<file path="config.mk">
export PLATFORM = sky130hd
export DESIGN_NAME = two_pool_bitmap_page_allocator_unit
export DESIGN_NICKNAME = d
export VERILOG_FILES = /design/src/rtl/core/tpba_pkg.sv /design/src/rtl/core/two_pool_bitmap_page_allocator_unit.sv
export SDC_FILE = /design/constraint.sdc
export NUM_CORES = 2
export LEC_CHECK = 0
export BUFFER_PORTS_ARGS = -buffer_cell sky130_fd_sc_hd__clkbuf_2
export CAP_MARGIN = 20
export CORE_ASPECT_RATIO = 0.8
export CORE_MARGIN = 8
export CORE_UTILIZATION = 33
export DETAILED_ROUTE_END_ITERATION = 16
export PLACE_DENSITY = 0.51
export SYNTH_ARGS = -nofsm -noshare
export SYNTH_HDL_FRONTEND = slang
export SYNTH_SLANG_ARGS = --single-unit
</file>
<file path="constraint.sdc">
create_clock -name clk -period 8.2 [get_ports clk]
set_clock_uncertainty 0.2 [all_clocks]
set_input_delay 1.64 -clock clk [delete_from_list [all_inputs] [get_ports clk]]
set_output_delay 1.64 -clock clk [all_outputs]
set_load 0.1 [all_outputs]
</file>
<file path="src/rtl/core/tpba_pkg.sv">
// package for the two-pool bitmap page allocator
// shared constants, status codes and register indexes; no dependencies
`timescale 1ns / 1ps
package tpba_pkg;
    localparam int POOL_PAGES = 1024;
    localparam int WORD_BITS  = 32;
    localparam int WORDS      = POOL_PAGES / WORD_BITS;
    localparam int WADDR_W    = $clog2(WORDS);
    localparam int BIT_W      = $clog2(WORD_BITS);
    localparam int IDX_W      = $clog2(POOL_PAGES);
    localparam int CNT_W      = 11;
    localparam int PAGE_W     = 20;

    localparam logic [2:0] ST_OK       = 3'd0;
    localparam logic [2:0] ST_ZERO     = 3'd1;
    localparam logic [2:0] ST_NO_PAGES = 3'd2;
    localparam logic [2:0] ST_NO_POOL  = 3'd3;
    localparam logic [2:0] ST_NOT_USED = 3'd4;

    localparam logic [1:0] REG_KBASE  = 2'd0;
    localparam logic [1:0] REG_KPAGES = 2'd1;
    localparam logic [1:0] REG_UBASE  = 2'd2;
    localparam logic [1:0] REG_UPAGES = 2'd3;

    typedef enum logic [3:0] {
        S_CLEAR, S_IDLE, S_DECODE, S_SCAN_RD, S_SCAN, S_MARK_RD, S_MARK,
        S_CHK_RD, S_CHK, S_FREE_RD, S_FREE, S_DONE
    } state_t;
endpackage

</file>
<file path="src/rtl/core/two_pool_bitmap_page_allocator_unit.sv">
// two-pool first-fit page allocator, top level
// depends on tpba_pkg; holds both used-page bitmaps in one 32-bit word memory
// After reset the block clears its bitmap memory (32 words per pool) and
// takes no request until that pass is done. Each request then runs through a sequencer that
// reads one 32-bit bitmap word from a single-port memory and then walks it one
// bit per cycle. A zero count, a page outside both pools or a free that runs past the pool
// end goes from decode straight to the result register without reading the memory.
// An allocate scans the pool from word 0, reading each word and then examining its pages
// one at a time until a fit or the pool end, then marks the run the same way. A free checks
// that every page of the run is in use and then clears the run at the same pace.
// Results sit in an output register, so the next request can be taken while one waits.
`timescale 1ns / 1ps
module two_pool_bitmap_page_allocator_unit
    import tpba_pkg::*;
(
    input  logic        clk,
    input  logic        rst_n,
    input  logic        s_tvalid,
    output logic        s_tready,
    input  logic [31:0] s_tdata,   // page_count[10:0], page_number[30:11], zero fill
    input  logic [1:0]  s_tuser,   // kind[0], from_user_pool[1]
    output logic        m_tvalid,
    input  logic        m_tready,
    output logic [23:0] m_tdata,   // first_page[19:0], status[22:20], zero fill
    input  logic        cfg_we,
    input  logic [1:0]  cfg_index,
    input  logic [19:0] cfg_data
);
    // memory: kernel words at 0..WORDS-1, user at WORDS..2*WORDS-1
    logic [WORD_BITS-1:0] mem [2*WORDS];
    logic [WORD_BITS-1:0] rd_reg;
    logic                 mem_we;
    logic [WADDR_W:0]     mem_addr;
    logic [WORD_BITS-1:0] mem_wdata;

    always_ff @(posedge clk)
    begin
        if (mem_we)
            mem[mem_addr] <= mem_wdata;
        rd_reg <= mem[mem_addr];
    end

    logic [PAGE_W-1:0] kbase_reg, ubase_reg;
    logic [CNT_W-1:0]  kpages_reg, upages_reg;

    always_ff @(posedge clk or negedge rst_n)
    begin
        if (!rst_n)
        begin
            kbase_reg <= '0; kpages_reg <= '0; ubase_reg <= '0; upages_reg <= '0;
        end
        else if (cfg_we)
        begin
            case (cfg_index)
                REG_KBASE:  kbase_reg  <= cfg_data;
                REG_KPAGES: kpages_reg <= cfg_data[CNT_W-1:0];
                REG_UBASE:  ubase_reg  <= cfg_data;
                REG_UPAGES: upages_reg <= cfg_data[CNT_W-1:0];
                default: ;
            endcase
        end
    end

    state_t            state_reg, state_next;
    logic              kind_reg, kind_next, pool_reg, pool_next;
    logic [CNT_W-1:0]  count_reg, count_next;
    logic [PAGE_W-1:0] page_reg, page_next;
    logic [CNT_W-1:0]  size_reg, size_next;     // usable pool size
    logic [CNT_W-1:0]  pos_reg, pos_next;       // current page index, may reach 1024
    logic [CNT_W-1:0]  run_reg, run_next;
    logic [CNT_W-1:0]  start_reg, start_next;   // run start index
    logic [CNT_W-1:0]  endp_reg, endp_next;     // one past run end
    logic [WORD_BITS-1:0] wbuf_reg, wbuf_next;
    logic [PAGE_W-1:0] res_page_reg, res_page_next;   // result being built
    logic [2:0]        res_st_reg, res_st_next;
    logic              out_v_reg, out_v_next;
    logic [PAGE_W-1:0] out_page_reg, out_page_next;
    logic [2:0]        out_st_reg, out_st_next;

    always_ff @(posedge clk or negedge rst_n)
    begin
        if (!rst_n)
        begin
            state_reg <= S_CLEAR;
            pos_reg   <= '0;
            out_v_reg <= 1'b0;
        end
        else
        begin
            state_reg <= state_next;
            pos_reg   <= pos_next;
            out_v_reg <= out_v_next;
        end
    end

    always_ff @(posedge clk)
    begin
        kind_reg <= kind_next; pool_reg <= pool_next; count_reg <= count_next;
        page_reg <= page_next; size_reg <= size_next; run_reg <= run_next;
        start_reg <= start_next; endp_reg <= endp_next; wbuf_reg <= wbuf_next;
        res_page_reg <= res_page_next; res_st_reg <= res_st_next;
        out_page_reg <= out_page_next; out_st_reg <= out_st_next;
    end

    assign m_tvalid = out_v_reg;
    assign m_tdata  = {1'b0, out_st_reg, out_page_reg};

    logic [CNT_W-1:0] kusable, uusable;
    assign kusable = (kpages_reg > CNT_W'(POOL_PAGES)) ? CNT_W'(POOL_PAGES) : kpages_reg;
    assign uusable = (upages_reg > CNT_W'(POOL_PAGES)) ? CNT_W'(POOL_PAGES) : upages_reg;

    logic [PAGE_W:0] kend, uend;
    logic            in_k, in_u;
    logic [PAGE_W-1:0] koff, uoff;
    assign kend = {1'b0, kbase_reg} + (PAGE_W+1)'(kusable);
    assign uend = {1'b0, ubase_reg} + (PAGE_W+1)'(uusable);
    assign in_k = (page_reg >= kbase_reg) && ({1'b0, page_reg} < kend);
    assign in_u = (page_reg >= ubase_reg) && ({1'b0, page_reg} < uend);
    assign koff = page_reg - kbase_reg;
    assign uoff = page_reg - ubase_reg;

    logic [BIT_W-1:0] bsel;
    logic             cur_bit, word_last;
    logic [WADDR_W:0] waddr;
    logic [CNT_W:0]   endsum;
    assign bsel      = pos_reg[BIT_W-1:0];
    assign cur_bit   = wbuf_reg[bsel];
    assign word_last = (bsel == BIT_W'(WORD_BITS-1));
    assign waddr     = {pool_reg, pos_reg[IDX_W-1:BIT_W]};

    always_comb
    begin
        state_next = state_reg;
        kind_next = kind_reg; pool_next = pool_reg; count_next = count_reg;
        page_next = page_reg; size_next = size_reg; pos_next = pos_reg;
        run_next = run_reg; start_next = start_reg; endp_next = endp_reg;
        wbuf_next = wbuf_reg;
        res_page_next = res_page_reg; res_st_next = res_st_reg;
        out_v_next = out_v_reg && !m_tready;
        out_page_next = out_page_reg; out_st_next = out_st_reg;
        s_tready  = 1'b0;
        mem_we    = 1'b0;
        mem_addr  = waddr;
        mem_wdata = wbuf_reg;
        endsum    = '0;
        case (state_reg)
            S_CLEAR:
            begin
                mem_we    = 1'b1;
                mem_addr  = pos_reg[WADDR_W:0];
                mem_wdata = '0;
                pos_next  = pos_reg + 1'b1;
                if (pos_reg == CNT_W'(2*WORDS-1))
                    state_next = S_IDLE;
            end
            S_IDLE:
            begin
                s_tready = 1'b1;
                if (s_tvalid)
                begin
                    kind_next  = s_tuser[0];
                    pool_next  = s_tuser[1];
                    count_next = s_tdata[CNT_W-1:0];
                    page_next  = s_tdata[CNT_W+PAGE_W-1:CNT_W];
                    state_next = S_DECODE;
                end
            end
            S_DECODE:
            begin
                pos_next = '0;
                run_next = '0;
                res_page_next = '0;
                if (count_reg == '0)
                begin
                    res_st_next = ST_ZERO;
                    state_next  = S_DONE;
                end
                else if (!kind_reg)
                begin
                    size_next  = pool_reg ? uusable : kusable;
                    state_next = S_SCAN_RD;
                end
                else if (in_k || in_u)
                begin
                    pool_next = !in_k;
                    size_next = in_k ? kusable : uusable;
                    start_next = in_k ? CNT_W'(koff) : CNT_W'(uoff);
                    pos_next   = in_k ? CNT_W'(koff) : CNT_W'(uoff);
                    endsum = (CNT_W+1)'(in_k ? CNT_W'(koff) : CNT_W'(uoff))
                           + (CNT_W+1)'(count_reg);
                    endp_next  = CNT_W'(endsum);
                    if (endsum > (CNT_W+1)'(in_k ? kusable : uusable))
                    begin
                        res_st_next = ST_NOT_USED;
                        state_next  = S_DONE;
                    end
                    else
                        state_next = S_CHK_RD;
                end
                else
                begin
                    res_st_next = ST_NO_POOL;
                    state_next  = S_DONE;
                end
            end
            S_SCAN_RD:
            begin
                if (pos_reg >= size_reg)
                begin
                    res_st_next = ST_NO_PAGES;
                    state_next  = S_DONE;
                end
                else
                    state_next = S_SCAN;
            end
            S_SCAN:
            begin
                if (bsel == '0 && wbuf_reg != rd_reg)
                    wbuf_next = rd_reg;
                // first bit of a word comes straight from the read data
                if ((bsel == '0) ? rd_reg[0] : cur_bit)
                    run_next = '0;
                else
                    run_next = run_reg + 1'b1;
                if (bsel == '0)
                    wbuf_next = rd_reg;
                pos_next = pos_reg + 1'b1;
                if (!((bsel == '0) ? rd_reg[0] : cur_bit) && run_reg + 1'b1 == count_reg)
                begin
                    start_next = pos_reg + 1'b1 - count_reg;
                    endp_next  = pos_reg + 1'b1;
                    pos_next   = pos_reg + 1'b1 - count_reg;
                    res_page_next = (pool_reg ? ubase_reg : kbase_reg)
                                  + PAGE_W'(pos_reg + 1'b1 - count_reg);
                    res_st_next = ST_OK;
                    state_next  = S_MARK_RD;
                end
                else if (pos_reg + 1'b1 >= size_reg)
                begin
                    res_st_next = ST_NO_PAGES;
                    state_next  = S_DONE;
                end
                else if (word_last)
                    state_next = S_SCAN_RD;
            end
            S_MARK_RD, S_CHK_RD, S_FREE_RD:
            begin
                state_next = (state_reg == S_MARK_RD) ? S_MARK :
                             (state_reg == S_CHK_RD) ? S_CHK : S_FREE;
            end
            S_MARK, S_FREE:
            begin
                // set or clear bits of the run in this word, one per cycle
                wbuf_next = (pos_reg == start_reg || bsel == '0) ? rd_reg : wbuf_reg;
                wbuf_next[bsel] = (state_reg == S_MARK);
                pos_next = pos_reg + 1'b1;
                if (word_last || pos_reg + 1'b1 == endp_reg)
                begin
                    mem_we    = 1'b1;
                    mem_wdata = wbuf_next;
                    if (pos_reg + 1'b1 == endp_reg)
                    begin
                        res_st_next = ST_OK;
                        state_next  = S_DONE;
                    end
                    else
                        state_next = (state_reg == S_MARK) ? S_MARK_RD : S_FREE_RD;
                end
            end
            S_CHK:
            begin
                wbuf_next = (pos_reg == start_reg || bsel == '0) ? rd_reg : wbuf_reg;
                pos_next  = pos_reg + 1'b1;
                if (!wbuf_next[bsel])
                begin
                    res_st_next = ST_NOT_USED;
                    state_next  = S_DONE;
                end
                else if (pos_reg + 1'b1 == endp_reg)
                begin
                    pos_next   = start_reg;
                    state_next = S_FREE_RD;
                end
                else if (word_last)
                    state_next = S_CHK_RD;
            end
            S_DONE:
            begin
                if (!out_v_reg || m_tready)
                begin
                    out_v_next    = 1'b1;
                    out_page_next = res_page_reg;
                    out_st_next   = res_st_reg;
                    state_next    = S_IDLE;
                end
            end
            default: state_next = S_IDLE;
        endcase
    end
endmodule
</file>
Yosys cells after proc, flatten, opt, wreduce, memory -nomap -nowiden --
Memory sizes are Yosys's and may differ from the RTL's. A register that Yosys moved wholly into a read port is not among the register bits. Index checks and enable logic that the tools add are counted.
Operators by class: bitwise gates (word level) 1, muxes and demuxes 89, $add $sub $neg 11, reductions and logical operators 39, magnitude comparators 11, equal/unequal tests 38
Operators by type and width (count):
- $mux 11 | 24
- $mux 32 | 4
- $pmux 32 s3 | 1
- $mux 4 | 18
- $pmux 11 s2 | 3
- $pmux 32 s2 | 1
- $pmux 11 s4 | 1
- $add 20x11->21 | 2
- $lt 20x21->1 | 2
- $ge 20x20->1 | 2
- $mux 20 | 2
- $pmux 20 s2 | 1
- $pmux 4 s9 | 1
- $eq 11x11->1 | 3
- $sub 11x11->11 | 3
- $bwmux 32 | 1
- $ne 32x32->1 | 1
- $mux 3 | 10
- $add 11x1->11 const B | 2
- $ge 11x11->1 | 2
- $gt 11x11->1 const B | 2
- $ne 2x2->1 const B | 11
- $add 20x20->20 | 1
- $eq 4x3->1 const B | 4
- other kinds (42) | 87
Storage, ports and cells: output and inout port bits 26, memories 1, word-level logic and storage cells 210, bits of input ports 61, RAM bits 2048, register bits after elaboration 233
Memories:
- mem | depth 64, width 32, read ports 1, clocked after memory_dff 1, write ports 1, line two_pool_bitmap_page_allocator_unit.sv:30 | logic [WORD_BITS-1:0] mem [2*WORDS];

Logic depth before layout (Yosys ltp) --
depth in word-level cells 13, depth in mapped cells 46, gate-level depth less buffers 44

Worst setup path before layout --
Ideal clock, no wire load.
kind reg-to-reg, from reg kpages_reg[10], to reg res_st_reg[0] (enable), setup slack -0.896 ns, library setup time 0.304 ns, cell stages (with the launch flop) 45, data required time 7.696 ns, arrival time 8.593 ns, buffers on the path 2, clock period less this slack 9.096 ns, path through dfrtp_1 clkbuf_1 nor2b_1 ha_1 inv_1 fa_1 nor2b_1 o31a_1 o41ai_1 nand3_1 a21o_1 and3_1 xnor2_1 ha_1 a22oi_1 o211ai_1 a2111oi_0 o21ai_0 (+9 left out) nor2_1 xor2_1 inv_1 ha_1 a21oi_1 nor2b_1 a41o_1 o21a_1 nor2_1 xnor2_1 ha_1 nand4_1 nand2_1 a21oi_1 o311ai_0 nor2_1 nand2_1 o311a_1
Between the ends: longest elaborated chain between the ends 10, elaborated cells on any way between the ends 12, those cells by class 2 x add/sub; 3 x order compare; 1 x eq/ne; 3 x mux; 3 x reduce/logical
Ends and longest elaborated chain:
- start: declaration | line two_pool_bitmap_page_allocator_unit.sv:44 | logic [CNT_W-1:0] kpages_reg, upages_reg;
- start signal: assignment | line two_pool_bitmap_page_allocator_unit.sv:56 | REG_KPAGES: kpages_reg <= cfg_data[CNT_W-1:0];
- $gt 11x11->1 | line two_pool_bitmap_page_allocator_unit.sv:109 | assign kusable = (kpages_reg > CNT_W'(POOL_PAGES)) ? CNT_W'(POOL_PAGES) : kpages_reg;
- $mux 11 (*) | line two_pool_bitmap_page_allocator_unit.sv:109
- $add 20x11->21 | line two_pool_bitmap_page_allocator_unit.sv:115 | assign kend = {1'b0, kbase_reg} + (PAGE_W+1)'(kusable);
- $lt 20x21->1 | line two_pool_bitmap_page_allocator_unit.sv:117 | assign in_k = (page_reg >= kbase_reg) && ({1'b0, page_reg} < kend);
- $logic_and 1x1->1 | line two_pool_bitmap_page_allocator_unit.sv:117
- $mux 11 | line two_pool_bitmap_page_allocator_unit.sv:189 | endsum = (CNT_W+1)'(in_k ? CNT_W'(koff) : CNT_W'(uoff))
- $add 11x11->12 | line two_pool_bitmap_page_allocator_unit.sv:190 | + (CNT_W+1)'(count_reg);
- $gt 12x11->1 | line two_pool_bitmap_page_allocator_unit.sv:192 | if (endsum > (CNT_W+1)'(in_k ? kusable : uusable))
- $ne 4x4->1 (no source line) (*)
- $reduce_and 8->1 (no source line) (*)
- end signal: assignment | line two_pool_bitmap_page_allocator_unit.sv:101 | res_page_reg <= res_page_next; res_st_reg <= res_st_next;
- end: declaration | line two_pool_bitmap_page_allocator_unit.sv:75 | logic [2:0] res_st_reg, res_st_next;
Every way passes the cells marked *; elsewhere a longest branch is shown, timed or not. A chain may end at the register's enable or synchronous reset.

Worst setup path after layout --
from reg kpages_reg[10], to reg state_reg[3]
Between the ends: longest elaborated chain between the ends 13, elaborated cells on any way between the ends 15, those cells by class 2 x add/sub; 3 x order compare; 8 x mux; 2 x reduce/logical
Ends and longest elaborated chain:
- $gt 11x11->1 | line two_pool_bitmap_page_allocator_unit.sv:109
- $mux 11 (*) | line two_pool_bitmap_page_allocator_unit.sv:109
- $add 20x11->21 | line two_pool_bitmap_page_allocator_unit.sv:115
- $lt 20x21->1 | line two_pool_bitmap_page_allocator_unit.sv:117
- $logic_and 1x1->1 | line two_pool_bitmap_page_allocator_unit.sv:117
- $mux 11 | line two_pool_bitmap_page_allocator_unit.sv:189
- $add 11x11->12 | line two_pool_bitmap_page_allocator_unit.sv:190
- $gt 12x11->1 | line two_pool_bitmap_page_allocator_unit.sv:192
- $mux 4 | line two_pool_bitmap_page_allocator_unit.sv:192
- $mux 4 (*) | line two_pool_bitmap_page_allocator_unit.sv:183 | else if (in_k || in_u)
- $mux 4 (*) | line two_pool_bitmap_page_allocator_unit.sv:178 | else if (!kind_reg)
- $mux 4 (*) | line two_pool_bitmap_page_allocator_unit.sv:173 | if (count_reg == '0)
- $pmux 4 s9 (*) | line two_pool_bitmap_page_allocator_unit.sv:146 | case (state_reg)
- end signal: assignment | line two_pool_bitmap_page_allocator_unit.sv:90 | state_reg <= state_next;
- end: declaration | line two_pool_bitmap_page_allocator_unit.sv:64 | state_t state_reg, state_next;
Marked as above.

==> out/summary.txt <==
Worst slew pin tran: 1190 ps
Full die area: 306000 um^2
Most frequent cells in the layout: edfxtp_1 (2203), a22oi_1 (509), nand2_1 (410)
Final Non-Filler Cells: 10700
Final Routed Wirelength: 331000 um
Setup WS pre-CTS: -1070 ps
Worst r2r dst: state_reg[3]
Most common cell after layout, fill and taps aside: edfxtp_1
Final Power: 43.6 mW
Min-Delay Path Class: flip-flop to flip-flop
Die Ht: 497 um
Failing checks: setup timing
Crit path DAT: 9210 ps
Static Leak: 36.9 nW
# DRC: 0
Clk sinks: 2313
Clock transition at path regs: 70 ps
WS Path Type: flip-flop to flip-flop
TritonRoute pass-1 iters: 8
Slowest cell on crit path: or3_4
Share of layout cells above drive strength 1: 17.0%
Gate Count Post-Synth: 6252
RSZ-0062 raised after global routing: yes
Tmin final: 8650 ps
Clk root buf: clkbuf_16
Placed cell count: 10200
First-pass GRT wire length: 460000 um
ANT nets after route: 0
Placed inst area: 104000 um^2
Critical path depth: 47
Share of flip-flops with an asynchronous set or reset: 3.37%
Max-Cap Viols: 0
Ports: 87
Fmax: 116 MHz
Total grt overflow: 0
Final Worst Setup Slack: -448 ps
Initial antenna violation count: 19
Worst Setup EP: state_reg[3]
Final worst path period share: 105%
Share of the synthesized area in the top cell type: 69.4%
Fin. max-slew vios: 0
Critical path startpoint category: flip-flop
DPL Wire Length: 205000 um
Drt initial violations: 7533
Fin. Hold Viols: 0
FF-to-FF Start: kpages_reg[10]
Syn Area/Cell: 15.2 um^2
Net count, final: 6940
Die X-Extent: 617 um
Number of fill cells: 26500
Crit-path max FO: 6
Slowest stage delay, CP: 390 ps
Vias per cell: 5.78
H-tree depth: 4
Netlist cell types: 98
Total GRT Usage: 20.8%
Post-synth EDFFs: 2203
Largest area contributor in the netlist: edfxtp_1
Crit end category: flip-flop
Crit path max-delay family: compound AO/OA/AOI/OAI gates
CTS tree: yes
Worst skew pair latency: 930 ps
Mapped Nets: 6533
Core footprint: 287000 um^2
RePlAce Congestion: 0.892
Critical path buffers and inverters: 7
Via count: 61600
Status: finished, violations left
IO buf count: 84
Slew HR: 20.0%
Power Density: 390 nW/um^2
Num CTS Buffers: 232
Yosys warning count: 0
Vias in the first global route: 58200
Area grow syn2layout: 17.3%
Row cnt: 176
Fin area: 112000 um^2
R2R setup slack: -450 ps
WHS: 219 ps
Starting density of the core: 33.2%
Yosys reg bits: 2313
Register area share after synthesis: 72.2%
Flip-flop count of the largest register after layout: 2048
Ranking of synthesized cells by area: edfxtp_1 (69%), a22oi_1 (4.0%), ha_1 (2.8%)
Final Setup Violations: 5
WP data required: 8760 ps
Syn Std Cell Area: 95300 um^2
Worst Reg-to-Reg Cells: 47
CP Launch Point: kpages_reg[10]
Dominant register cell in the synthesized netlist: edfxtp_1
Largest net degree at the start of global routing: 91
Max VDD drop: 0.372 mV
DR WL/cell: 31.0 um
Clk buf depth: 4
[stage by stage]
stage / setup TNS [ps] / utilization (%)
after global placement: -4890 / 36.2
after floorplan: -345 / -
after global routing: -4660 / 38.9
after CTS: -2220 / 38.8
final: -1850 / 38.9
after detailed placement: -4940 / 36.2
[worst min-delay path by stage]
stage | from | end | slack, ps | depth (start not counted)
after detailed placement | res_page_reg[2] | out_page_reg[2] | 210 | 0
final | res_page_reg[1] | out_page_reg[1] | 220 | 0
after global placement | res_page_reg[10] | out_page_reg[10] | 200 | 0
after global routing | res_page_reg[4] | out_page_reg[4] | 220 | 0
after CTS | res_page_reg[4] | out_page_reg[4] | 210 | 0
after floorplan | res_page_reg[0] | out_page_reg[0] | 200 | 0
[kinds of logic after synthesis]
kind of cell | synth area share [%]
buf+inv | 2.09
other cells | 0.00394
simple gates | 5.08
compound gates | 14.2
flops | 72.2
xor+xnor | 1.21
mux | 2.27
fa+ha+maj | 2.95
[where the power goes]
part	total (mW)	switching [mW]	internal [mW]
Clock	10.5	4.57	5.98
Combinational	17.0	11.5	5.54
Sequential	16.0	0.578	15.4
Total	43.6	16.6	27.0
[cell type report]
| class | count | area, um^2 | share of cell area [%] |
|---|---|---|---|
| Antenna cell | 5 | 12.5 | 0.0112 |
| Clock buffer | 282 | 6130 | 5.48 |
| Clock inverter | 133 | 1260 | 1.12 |
| Inverter | 144 | 541 | 0.484 |
| Multi-Input combinational cell | 3434 | 25700 | 23.0 |
| Sequential cell | 2313 | 68700 | 61.5 |
| Tap cell | 3827 | 4790 | 4.28 |
| Timing Repair Buffer | 534 | 4560 | 4.08 |
[per-layer routing]
metal / vias to the layer above / share of wire [%] / GRT usage, %
met2: 3052 / 43 / 31.2
met4: 8 / 2.7 / 5.31
met5: - / 0.015 / 0
met3: 429 / 9.3 / 4.45
met1: 32000 / 45 / 30.6
li1: 26100 / - / -
[cells in the mapped netlist (all sizes together), types with 9 or more instances]
| cell type | instances |
|---|---|
| a2111oi | 14 |
| a211o | 30 |
| a211oi | 23 |
| a21boi | 13 |
| a21o | 46 |
| a21oi | 238 |
| a221oi | 202 |
| a222oi | 19 |
| a22o | 182 |
| a22oi | 509 |
| a311oi | 10 |
| a31oi | 172 |
| and2 | 15 |
| and3 | 44 |
| buf | 83 |
| clkbuf | 278 |
| dfrtp | 78 |
| dfxtp | 32 |
| edfxtp | 2203 |
| ha | 212 |
| inv | 142 |
| mux2 | 63 |
| mux2i | 129 |
| nand2 | 420 |
| nand2b | 17 |
| nand3 | 86 |
| nand3b | 10 |
| nand4 | 51 |
| nor2 | 207 |
| nor2b | 40 |
| nor3 | 56 |
| nor4 | 42 |
| o2111ai | 32 |
| o211ai | 44 |
| o21a | 20 |
| o21ai | 175 |
| o21bai | 14 |
| o221ai | 9 |
| o22a | 25 |
| o22ai | 14 |
| o31ai | 10 |
| or3 | 13 |
| xnor2 | 90 |
| xor2 | 29 |
[timing repair]
| item | CTS | global route |
|---|---|---|
| endpoints found under the setup margin | 5 | 6 |
| cloned | 0 | 0 |
| buffers inserted | 15 | 9 |
| resized for setup | 26 | 18 |
| pin swaps | 29 | 19 |
| hold buffers | 0 | 0 |
Power figures use the tool's default switching activity.
